$ cat src/design/dhpd_pkg.sv
// dhpd_pkg: shared widths, codes and types of the differential heading PD controller.
// No dependencies; imported by every module of the block.
`default_nettype none

package dhpd_pkg;

   localparam int HEADING_WIDTH = 24;
   localparam int DRIVE_WIDTH   = 16;
   localparam int WALL_PERIOD   = 100;

   localparam int WALL_CNT_WIDTH = $clog2(WALL_PERIOD + 1);

   // port field widths
   localparam int OP_WIDTH        = 2;
   localparam int HEADING_IN_WIDTH = 24;
   localparam int SPEED_WIDTH     = 16;
   localparam int KIND_WIDTH      = 2;
   localparam int OUT_DRIVE_WIDTH = 16;
   localparam int GAIN_WIDTH      = 16;
   localparam int LIMIT_WIDTH     = 15;
   localparam int CSR_INDEX_WIDTH = 3;
   localparam int CSR_DATA_WIDTH  = 16;

   // datapath widths
   localparam int FRAC_BITS   = 20;
   localparam int SERR_WIDTH  = 18;
   localparam int SPROD_WIDTH = SERR_WIDTH + GAIN_WIDTH + 1;
   localparam int S_SHIFT     = 17;
   localparam int S_WIDTH     = 18;
   localparam int H_WIDTH     = HEADING_WIDTH + GAIN_WIDTH + 3;
   localparam int NUM_WIDTH   =
      ((H_WIDTH > S_WIDTH + FRAC_BITS) ? H_WIDTH : S_WIDTH + FRAC_BITS) + 1;
   localparam int DELTA_WIDTH = NUM_WIDTH - FRAC_BITS;
   localparam int SUM_BASE    = (DELTA_WIDTH > DRIVE_WIDTH) ? DELTA_WIDTH : DRIVE_WIDTH;
   localparam int SUM_WIDTH   = ((SUM_BASE > LIMIT_WIDTH + 1) ? SUM_BASE : LIMIT_WIDTH + 1) + 1;
   localparam int DRIVE_CAP   = (2 ** (DRIVE_WIDTH - 1)) - 1;

   // heading constants, Q.8
   localparam int SHIFT_QUARTER = 22549;
   localparam int SHIFT_HALF    = 45099;
   localparam int WALL_NUDGE    = 1253;
   localparam int THR_RIGHT     = 2560;
   localparam int THR_OTHER     = 256;
   localparam logic [GAIN_WIDTH-1:0] HALF_KP = GAIN_WIDTH'(41);
   localparam logic [GAIN_WIDTH-1:0] HALF_KD = GAIN_WIDTH'(410);

   typedef enum logic [OP_WIDTH-1:0] {
      OP_STRAIGHT   = 2'd0,
      OP_TURN       = 2'd1,
      OP_TURN_START = 2'd2,
      OP_WALL       = 2'd3
   } op_type;

   localparam logic [KIND_WIDTH-1:0] KIND_RIGHT   = 2'd0;
   localparam logic [KIND_WIDTH-1:0] KIND_LEFT    = 2'd1;
   localparam logic [KIND_WIDTH-1:0] KIND_HALF    = 2'd2;
   localparam logic [KIND_WIDTH-1:0] KIND_IGNORED = 2'd3;

   localparam logic [CSR_INDEX_WIDTH-1:0] CSR_TARGET_SPEED = 3'd0;
   localparam logic [CSR_INDEX_WIDTH-1:0] CSR_SPEED_GAIN   = 3'd1;
   localparam logic [CSR_INDEX_WIDTH-1:0] CSR_STRAIGHT_KP  = 3'd2;
   localparam logic [CSR_INDEX_WIDTH-1:0] CSR_STRAIGHT_KD  = 3'd3;
   localparam logic [CSR_INDEX_WIDTH-1:0] CSR_TURN_KP      = 3'd4;
   localparam logic [CSR_INDEX_WIDTH-1:0] CSR_TURN_KD      = 3'd5;
   localparam logic [CSR_INDEX_WIDTH-1:0] CSR_DRIVE_LIMIT  = 3'd6;
   localparam logic [CSR_INDEX_WIDTH-1:0] CSR_TURN_LIMIT   = 3'd7;

   typedef logic signed [HEADING_WIDTH-1:0]   heading_type;
   typedef logic signed [DRIVE_WIDTH-1:0]     drive_type;
   typedef logic signed [OUT_DRIVE_WIDTH-1:0] out_drive_type;
   typedef logic [WALL_CNT_WIDTH-1:0]         wall_cnt_type;

   typedef struct packed {
      logic [LIMIT_WIDTH-1:0] target_speed;
      logic [GAIN_WIDTH-1:0]  speed_gain;
      logic [GAIN_WIDTH-1:0]  straight_kp;
      logic [GAIN_WIDTH-1:0]  straight_kd;
      logic [GAIN_WIDTH-1:0]  turn_kp;
      logic [GAIN_WIDTH-1:0]  turn_kd;
      logic [LIMIT_WIDTH-1:0] drive_limit;
      logic [LIMIT_WIDTH-1:0] turn_limit;
   } cfg_type;

   typedef struct packed {
      op_type                              operation;
      logic signed [HEADING_IN_WIDTH-1:0]  heading;
      logic signed [SPEED_WIDTH-1:0]       left_speed;
      logic signed [SPEED_WIDTH-1:0]       right_speed;
      logic [KIND_WIDTH-1:0]               turn_kind;
      logic                                left_near;
      logic                                right_near;
   } item_type;

   typedef struct packed {
      heading_type           target_heading;
      heading_type           last_error;
      drive_type             right_cmd;
      drive_type             left_cmd;
      wall_cnt_type          wall_cnt;
      logic [KIND_WIDTH-1:0] latched_turn;
   } state_type;

   typedef struct packed {
      out_drive_type right_drive;
      out_drive_type left_drive;
      logic          turn_done;
      logic          saturated;
   } result_type;

endpackage

`default_nettype wire

$ cat src/design/dhpd_csr.sv
// dhpd_csr: configuration register file, write-only, reset to the default gains and limits.
// Depends on dhpd_pkg.
`default_nettype none

module dhpd_csr import dhpd_pkg::*; (
   input  wire logic                       clock,
   input  wire logic                       reset,
   input  wire logic                       write_enable,
   input  wire logic [CSR_INDEX_WIDTH-1:0] index,
   input  wire logic [CSR_DATA_WIDTH-1:0]  data,
   output cfg_type                         cfg
);

   cfg_type cfg_ff;

   always_ff @(posedge clock) begin
      if (reset) begin
         cfg_ff.target_speed <= LIMIT_WIDTH'(2000);
         cfg_ff.speed_gain   <= GAIN_WIDTH'(205);
         cfg_ff.straight_kp  <= GAIN_WIDTH'(123);
         cfg_ff.straight_kd  <= GAIN_WIDTH'(20480);
         cfg_ff.turn_kp      <= GAIN_WIDTH'(205);
         cfg_ff.turn_kd      <= GAIN_WIDTH'(20480);
         cfg_ff.drive_limit  <= LIMIT_WIDTH'(255);
         cfg_ff.turn_limit   <= LIMIT_WIDTH'(128);
      end else if (write_enable) begin
         case (index)
            CSR_TARGET_SPEED: cfg_ff.target_speed <= data[LIMIT_WIDTH-1:0];
            CSR_SPEED_GAIN:   cfg_ff.speed_gain   <= data[GAIN_WIDTH-1:0];
            CSR_STRAIGHT_KP:  cfg_ff.straight_kp  <= data[GAIN_WIDTH-1:0];
            CSR_STRAIGHT_KD:  cfg_ff.straight_kd  <= data[GAIN_WIDTH-1:0];
            CSR_TURN_KP:      cfg_ff.turn_kp      <= data[GAIN_WIDTH-1:0];
            CSR_TURN_KD:      cfg_ff.turn_kd      <= data[GAIN_WIDTH-1:0];
            CSR_DRIVE_LIMIT:  cfg_ff.drive_limit  <= data[LIMIT_WIDTH-1:0];
            CSR_TURN_LIMIT:   cfg_ff.turn_limit   <= data[LIMIT_WIDTH-1:0];
            default: begin
            end
         endcase
      end
   end

   assign cfg = cfg_ff;

endmodule

`default_nettype wire

$ cat src/design/dhpd_datapath.sv
// dhpd_datapath: single-pass controller update: heading PD, speed P, clamp, turn and wall logic.
// Depends on dhpd_pkg.
`default_nettype none

module dhpd_datapath import dhpd_pkg::*; (
   input  item_type   item,
   input  state_type  cur,
   input  cfg_type    cfg,
   output state_type  nxt,
   output result_type res
);

   typedef logic signed [H_WIDTH-1:0]     h_type;
   typedef logic signed [NUM_WIDTH-1:0]   num_type;
   typedef logic signed [DELTA_WIDTH-1:0] delta_type;
   typedef logic signed [SUM_WIDTH-1:0]   sum_type;
   typedef logic [HEADING_WIDTH:0]        mag_type;

   typedef struct packed {
      logic      sat;
      drive_type cmd;
   } drive_upd_type;

   function automatic delta_type trunc_frac(num_type v);
      num_type adj;
      num_type q;
      adj = v + (v[NUM_WIDTH-1] ? num_type'((2 ** FRAC_BITS) - 1) : num_type'(0));
      q   = adj >>> FRAC_BITS;
      return q[DELTA_WIDTH-1:0];
   endfunction

   function automatic drive_upd_type add_drive(drive_type cmd, delta_type delta,
                                               logic [LIMIT_WIDTH-1:0] limit);
      sum_type       n;
      sum_type       lim;
      sum_type       cap;
      drive_upd_type r;
      n   = sum_type'(cmd) + sum_type'(delta);
      lim = sum_type'($signed({1'b0, limit}));
      cap = sum_type'(DRIVE_CAP);
      if (lim > cap) lim = cap;
      r.sat = 1'b0;
      if (n > lim) begin
         n     = lim;
         r.sat = 1'b1;
      end
      if (n < -lim) begin
         n     = -lim;
         r.sat = 1'b1;
      end
      r.cmd = n[DRIVE_WIDTH-1:0];
      return r;
   endfunction

   function automatic logic is_settled(heading_type e, logic [KIND_WIDTH-1:0] kind);
      mag_type ext;
      mag_type mag;
      ext = {e[HEADING_WIDTH-1], e};
      mag = ext[HEADING_WIDTH] ? (~ext + mag_type'(1)) : ext;
      return mag <= ((kind == KIND_RIGHT) ? mag_type'(THR_RIGHT) : mag_type'(THR_OTHER));
   endfunction

   heading_type                   head;
   heading_type                   err;
   logic signed [HEADING_WIDTH:0] derr;
   logic [GAIN_WIDTH-1:0]         kp;
   logic [GAIN_WIDTH-1:0]         kd;
   h_type                         h;
   logic signed [SERR_WIDTH-1:0]  serr;
   logic signed [SPROD_WIDTH-1:0] sprod;
   logic signed [SPROD_WIDTH-1:0] sprod_adj;
   logic signed [S_WIDTH-1:0]     s_val;
   num_type                       s_num;
   num_type                       h_num;
   delta_type                     delta_r;
   delta_type                     delta_l;
   logic [LIMIT_WIDTH-1:0]        limit;
   drive_upd_type                 upd_r;
   drive_upd_type                 upd_l;
   heading_type                   shift;
   heading_type                   new_target;
   logic                          done;
   logic                          sat;

   assign head = heading_type'(item.heading);
   assign err  = cur.target_heading - head;
   assign derr = {err[HEADING_WIDTH-1], err} - {cur.last_error[HEADING_WIDTH-1], cur.last_error};

   always_comb begin
      if (item.operation == OP_STRAIGHT) begin
         kp = cfg.straight_kp;
         kd = cfg.straight_kd;
      end else if (cur.latched_turn == KIND_HALF) begin
         kp = HALF_KP;
         kd = HALF_KD;
      end else begin
         kp = cfg.turn_kp;
         kd = cfg.turn_kd;
      end
   end

   assign h = $signed({1'b0, kp}) * err + $signed({1'b0, kd}) * derr;

   assign serr = $signed({2'b00, cfg.target_speed, 1'b0})
               - $signed({{2{item.left_speed[SPEED_WIDTH-1]}}, item.left_speed})
               - $signed({{2{item.right_speed[SPEED_WIDTH-1]}}, item.right_speed});
   assign sprod     = $signed({1'b0, cfg.speed_gain}) * serr;
   assign sprod_adj = sprod + (sprod[SPROD_WIDTH-1] ?
                      SPROD_WIDTH'((2 ** S_SHIFT) - 1) : SPROD_WIDTH'(0));
   assign s_val     = S_WIDTH'(sprod_adj >>> S_SHIFT);

   // turn ticks carry no speed term
   assign s_num = (item.operation == OP_STRAIGHT) ? (num_type'(s_val) <<< FRAC_BITS)
                                                  : num_type'(0);
   assign h_num   = num_type'(h);
   assign delta_r = trunc_frac(s_num + h_num);
   assign delta_l = trunc_frac(s_num - h_num);
   assign limit   = (item.operation == OP_STRAIGHT) ? cfg.drive_limit : cfg.turn_limit;
   assign upd_r   = add_drive(cur.right_cmd, delta_r, limit);
   assign upd_l   = add_drive(cur.left_cmd, delta_l, limit);

   always_comb begin
      case (item.turn_kind)
         KIND_RIGHT: shift = heading_type'(-SHIFT_QUARTER);
         KIND_LEFT:  shift = heading_type'(SHIFT_QUARTER);
         KIND_HALF:  shift = heading_type'(SHIFT_HALF);
         default:    shift = heading_type'(0);
      endcase
   end

   assign new_target = cur.target_heading + shift;

   always_comb begin
      nxt  = cur;
      done = 1'b0;
      sat  = 1'b0;
      case (item.operation)
         OP_STRAIGHT, OP_TURN: begin
            nxt.right_cmd  = upd_r.cmd;
            nxt.left_cmd   = upd_l.cmd;
            nxt.last_error = err;
            sat            = upd_r.sat | upd_l.sat;
            if (item.operation == OP_TURN) done = is_settled(err, cur.latched_turn);
         end
         OP_TURN_START: begin
            if (item.turn_kind != KIND_IGNORED) begin
               nxt.target_heading = new_target;
               nxt.latched_turn   = item.turn_kind;
               done               = is_settled(new_target - head, item.turn_kind);
            end
         end
         OP_WALL: begin
            if (cur.wall_cnt >= wall_cnt_type'(WALL_PERIOD)) begin
               nxt.wall_cnt = '0;
               if (item.left_near && !item.right_near)
                  nxt.target_heading = cur.target_heading - heading_type'(WALL_NUDGE);
               else if (item.right_near && !item.left_near)
                  nxt.target_heading = cur.target_heading + heading_type'(WALL_NUDGE);
            end else begin
               nxt.wall_cnt = cur.wall_cnt + wall_cnt_type'(1);
            end
         end
         default: begin
         end
      endcase
   end

   assign res.right_drive = out_drive_type'(nxt.right_cmd);
   assign res.left_drive  = out_drive_type'(nxt.left_cmd);
   assign res.turn_done   = done;
   assign res.saturated   = sat;

endmodule

`default_nettype wire

$ cat src/design/differential_heading_pd_controller_top.sv
// differential_heading_pd_controller_top: input register, controller state, result register.
// Depends on dhpd_pkg, dhpd_csr and dhpd_datapath.
`default_nettype none

// Heading PD / speed P controller for a differential drive. Each transfer on the req_ channel
// is one control tick (straight, turn, turn start or wall tick) and yields exactly one transfer
// on the rsp_ channel carrying the drive commands after the update. Throughput is one item per
// clock while rsp_ does not stall: the item sits in an input register, the whole update (three
// multipliers, the truncating shift and the clamp) runs in one combinational pass, and the
// controller state and result register load in the same cycle. rsp_valid rises once the item
// moves on into a free result register; a stalled rsp_ holds it in the input register. The user
// must write the configuration via csr_ only with no item in flight (unenforced); no read-back.
module differential_heading_pd_controller_top import dhpd_pkg::*; (
   input  wire logic                               clock,
   input  wire logic                               reset,
   input  wire logic                               req_valid,
   output logic                                    req_ready,
   input  wire logic [OP_WIDTH-1:0]                req_operation,
   input  wire logic signed [HEADING_IN_WIDTH-1:0] req_heading,
   input  wire logic signed [SPEED_WIDTH-1:0]      req_left_speed,
   input  wire logic signed [SPEED_WIDTH-1:0]      req_right_speed,
   input  wire logic [KIND_WIDTH-1:0]              req_turn_kind,
   input  wire logic                               req_left_near,
   input  wire logic                               req_right_near,
   output logic                                    rsp_valid,
   input  wire logic                               rsp_ready,
   output logic signed [OUT_DRIVE_WIDTH-1:0]       rsp_right_drive,
   output logic signed [OUT_DRIVE_WIDTH-1:0]       rsp_left_drive,
   output logic                                    rsp_turn_done,
   output logic                                    rsp_saturated,
   input  wire logic                               csr_write_enable,
   input  wire logic [CSR_INDEX_WIDTH-1:0]         csr_index,
   input  wire logic [CSR_DATA_WIDTH-1:0]          csr_data
);

   cfg_type    cfg;
   item_type   req_item;
   item_type   stg_item_ff;
   logic       stg_valid_ff;
   state_type  state_ff;
   state_type  state_in;
   result_type result_in;
   result_type rsp_data_ff;
   logic       rsp_valid_ff;
   logic       advance;

   dhpd_csr u_csr (
      .clock        (clock),
      .reset        (reset),
      .write_enable (csr_write_enable),
      .index        (csr_index),
      .data         (csr_data),
      .cfg          (cfg)
   );

   dhpd_datapath u_datapath (
      .item (stg_item_ff),
      .cur  (state_ff),
      .cfg  (cfg),
      .nxt  (state_in),
      .res  (result_in)
   );

   assign req_item.operation   = op_type'(req_operation);
   assign req_item.heading     = req_heading;
   assign req_item.left_speed  = req_left_speed;
   assign req_item.right_speed = req_right_speed;
   assign req_item.turn_kind   = req_turn_kind;
   assign req_item.left_near   = req_left_near;
   assign req_item.right_near  = req_right_near;

   assign advance   = stg_valid_ff && (!rsp_valid_ff || rsp_ready);
   assign req_ready = !stg_valid_ff || advance;

   always_ff @(posedge clock) begin
      if (reset) begin
         stg_valid_ff <= 1'b0;
      end else if (req_ready) begin
         stg_valid_ff <= req_valid;
      end
   end

   always_ff @(posedge clock) begin
      if (req_valid && req_ready) stg_item_ff <= req_item;
   end

   always_ff @(posedge clock) begin
      if (reset) begin
         state_ff <= '0;
      end else if (advance) begin
         state_ff <= state_in;
      end
   end

   always_ff @(posedge clock) begin
      if (reset) begin
         rsp_valid_ff <= 1'b0;
      end else if (advance) begin
         rsp_valid_ff <= 1'b1;
      end else if (rsp_ready) begin
         rsp_valid_ff <= 1'b0;
      end
   end

   always_ff @(posedge clock) begin
      if (advance) rsp_data_ff <= result_in;
   end

   assign rsp_valid       = rsp_valid_ff;
   assign rsp_right_drive = rsp_data_ff.right_drive;
   assign rsp_left_drive  = rsp_data_ff.left_drive;
   assign rsp_turn_done   = rsp_data_ff.turn_done;
   assign rsp_saturated   = rsp_data_ff.saturated;

   a_wall_cnt_bound: assert property (@(posedge clock) disable iff (reset)
      state_ff.wall_cnt <= wall_cnt_type'(WALL_PERIOD))
      else $error("wall tick counter past its period");

   a_rsp_from_stage: assert property (@(posedge clock) disable iff (reset)
      $rose(rsp_valid_ff) |-> $past(stg_valid_ff))
      else $error("result appeared without a staged item");

   a_stage_held: assert property (@(posedge clock) disable iff (reset)
      stg_valid_ff && rsp_valid_ff && !rsp_ready |=> stg_valid_ff && $stable(state_ff))
      else $error("staged item or state lost while result stalled");

endmodule

`default_nettype wire
$ cat config.mk
export PLATFORM = sky130hd
export DESIGN_NAME = differential_heading_pd_controller_top
export DESIGN_NICKNAME = d
export VERILOG_FILES = /design/src/design/dhpd_pkg.sv /design/src/design/dhpd_csr.sv /design/src/design/dhpd_datapath.sv /design/src/design/differential_heading_pd_controller_top.sv
export SDC_FILE = /design/constraint.sdc
export NUM_CORES = 2
export LEC_CHECK = 0
export ABC_AREA = 1
export BUFFER_PORTS_ARGS = -buffer_cell sky130_fd_sc_hd__buf_2
export CAP_MARGIN = 15
export CELL_PAD_IN_SITES_DETAIL_PLACEMENT = 1
export CELL_PAD_IN_SITES_GLOBAL_PLACEMENT = 2
export CORE_ASPECT_RATIO = 0.6
export CORE_MARGIN = 2
export CORE_UTILIZATION = 42
export DETAILED_ROUTE_END_ITERATION = 16
export GPL_ROUTABILITY_DRIVEN = 0
export PLACE_DENSITY_LB_ADDON = 0.05
export SLEW_MARGIN = 20
export SYNTH_ARGS = -nofsm -noshare
export SYNTH_HDL_FRONTEND = slang
export SYNTH_HIERARCHICAL = 1
export SYNTH_SLANG_ARGS = --single-unit
export TNS_END_PERCENT = 10
$ cat constraint.sdc
create_clock -name clock -period 52.4 [get_ports clock]
set_input_delay 10.48 -clock clock [delete_from_list [all_inputs] [get_ports clock]]
set_output_delay 10.48 -clock clock [all_outputs]
set_load 0.01 [all_outputs]
==> impl_metrics.json <==
{
  "n_fill_cell": 22500,
  "cts_made_buffers": 42,
  "fin_area_mm2": 0.0791,
  "crit_type": "reg2reg",
  "final_common_cell": "inv_1",
  "cts_setup_buffers": 0,
  "start_util": 0.424,
  "rsz0062_at_grt": "false",
  "synth_edf_count": 96,
  "ant_nets": 0,
  "worstReg2RegEnd": "state_ff[38]$_SDFFE_PP0P_",
  "die_area_mm2": 0.181,
  "synth_cells": 10345,
  "syn_nets": 12179,
  "ys_ff_latch": 312,
  "port_buffers": 121,
  "die_x_um": 548,
  "slowest_stage": "fa_1",
  "whs_path_depth": 2,
  "postCtsHoldBufs": 0,
  "die_y_um": 331,
  "syn2layout_area_growth_pct": 6.01,
  "regToRegSetupSlack_ps": 24720,
  "drv_cap": 0,
  "final_max_slew_viol_count": 0,
  "hold_viol": 0,
  "coreArea_mm2": 0.176,
  "drtIter0Drc": 6622,
  "yosys_warnings": 6,
  "rr_worst_depth": 110,
  "cp.required_ps": 52940,
  "layout-drive-gt1-share": 0.0537,
  "async_reset_ff_frac": 0,
  "slew_headroom": 0.106,
  "viasPerCell": 5.47,
  "synth_ff_type": "dfxtp_1",
  "synth_area_per_cell_um2": 7.21,
  "grt_use_total": 0.342,
  "post_dp_cell_area_mm2": 0.0777,
  "hp-start": "u_csr/cfg[18]$_SDFFE_PP1P_",
  "post_cts_resized": 0,
  "wl_per_cell_um": 24.2,
  "grt_pass1_wl_mm": 465,
  "tns_ps": 0,
  "cp.arrival_ps": 28220,
  "outcome": "finished, final reports clean",
  "clk_pin_slew_ps": 60,
  "grt_pass1_vias": 71753,
  "synth_seq_area_share": 0.0966,
  "fin_crit_sh": 0.528,
  "fmaxAchievable_ghz": 0.0361,
  "start_kind": "register",
  "worst_path_largest_cell_delay_ps": 950,
  "finalWirelength_mm": 308,
  "dp_hpwl_mm": 265,
  "nets": 12136,
  "htree_levels": 2,
  "fin_worst_skew_ps": 30.2,
  "ys_types": 76,
  "syn-cell-area_mm2": 0.0746,
  "route.detailed.drc": 0,
  "endpoint_kind": "register",
  "grt_antenna_before_repair": 5,
  "r2r-start": "state_ff[65]$_SDFFE_PP0P_",
  "clockBufferDepth": 3,
  "tritoncts": "built",
  "clock_sinks": 312,
  "grt.overflow.total": 0,
  "clk_latency_ps": 610,
  "ioPinCount": 122,
  "fin_crit_ps": 27680,
  "rows": 119,
  "final_cell_mix": "2,233 x inv_1, 2,194 x nand2_1, 1,212 x nor2_1, 1,168 x fa_1, 580 x ha_1",
  "setup_violations": 0,
  "vias": 69386,
  "grt_max_degree": 99,
  "min_delay_worst_endpoint": "u_csr/cfg[18]$_SDFFE_PP1P_",
  "cts_root_buf": "clkbuf_16",
  "tightestPinTransition_ps": 1340,
  "cp_max_fo": 30,
  "dr.pass1.iters": 6,
  "worstHoldPathType": "reg2reg",
  "crit_path_frequent_cell": "nand2_1"
}
-- cell usage after synthesis (32+ instances only) --
cell | instances | share of area
inv_1 | 2235 | 0.11
nand2_1 | 2194 | 0.11
nor2_1 | 1217 | 0.061
fa_1 | 1168 | 0.31
ha_1 | 580 | 0.097
nand3_1 | 516 | 0.035
a21oi_1 | 499 | 0.033
o21ai_0 | 271 | 0.018
dfxtp_1 | 216 | 0.058
xor2_1 | 205 | 0.024
clkbuf_1 | 191 | 0.0096
edfxtp_1 | 96 | 0.039
nor3_1 | 95 | 0.0064
nand4_1 | 81 | 0.0068
xnor2_1 | 67 | 0.0079
buf_2 | 65 | 0.0044
buf_4 | 52 | 0.0052
or2_2 | 50 | 0.0042
nand2_2 | 32 | 0.0027
-- area by class of cell --
type | count | area, µm² | share of cell area
clock inverters | 23 | 195 | 0.00247
inverters | 2295 | 8620 | 0.109
multi-input cells | 7411 | 57500 | 0.726
clock buffers | 53 | 1140 | 0.0144
flip-flops and latches | 312 | 7210 | 0.0911
diodes | 2 | 5.00 | 0.0000633
well taps | 2359 | 2950 | 0.0373
repair buffers | 240 | 1520 | 0.0192
-- kinds of logic (layout without fill, tap and decap cells) --
family | count (synthesis) | in the layout | share of synthesized area
simple gates | 4341 | 4341 | 0.244
buf+inv | 2622 | 2611 | 0.136
fa+ha+maj | 1748 | 1748 | 0.411
compound gates | 1030 | 1030 | 0.0772
flops | 312 | 312 | 0.0966
xor+xnor | 282 | 282 | 0.0344
mux | 10 | 10 | 0.00134
other cells | 0 | 2 | 0
-- state kept, by name, summed over array words and instances, names as in the netlist --
register,flops
u_csr/cfg,125
stg_item_ff,62
rsp_turn_done,1
rsp_saturated,1
rsp_valid,1
stg_valid_ff,1
rsp_left_drive,16
state_ff,89
rsp_right_drive,16
-- worst max-delay path by stage --
stage	startpoint	end	slack, ps	cells past startpoint
finish	state_ff[65]$_SDFFE_PP0P_	state_ff[38]$_SDFFE_PP0P_	24720	110
global route	state_ff[65]$_SDFFE_PP0P_	state_ff[38]$_SDFFE_PP0P_	22760	110
CTS	state_ff[65]$_SDFFE_PP0P_	state_ff[38]$_SDFFE_PP0P_	25350	110
detailed placement	state_ff[65]$_SDFFE_PP0P_	state_ff[38]$_SDFFE_PP0P_	25460	110
global placement	state_ff[65]$_SDFFE_PP0P_	state_ff[38]$_SDFFE_PP0P_	25790	108
floorplan	rsp_ready	req_ready	31220	2
-- worst max-delay path, delay by kind of cell, from the launching register on --
family	cells	cell delay (ps)
AND/OR/NAND/NOR	54	9270
adder cells (fa/ha/maj)	17	8240
AO/OA/AOI/OAI	18	4390
buffers and inverters	16	2700
XOR/XNOR	5	2500
flip-flops	1	430
-- metrics by stage --
stage	std cells	utilization	setup slack [ps]	hold slack, ps
6_report	12695	0.450	24720	463
3_5_place_dp	12616	0.442	25460	448
3_3_place_gp	12615	0.442	25790	438
4_1_cts	12692	0.449	25350	464
5_1_grt	12693	0.450	22760	482
2_1_floorplan	10345	-	31220	421
-- routing by layer --
| layer | track usage | wire, µm |
|---|---|---|
| met1 | 0.544 | 154000 |
| met2 | 0.454 | 115000 |
| met3 | 0.0989 | 34500 |
| met4 | 0.0525 | 4720 |
| met5 | 0 | 0 |
Power is not shown: default switching activity piles up to over one toggle a cycle in this logic, so the estimate is an artifact.
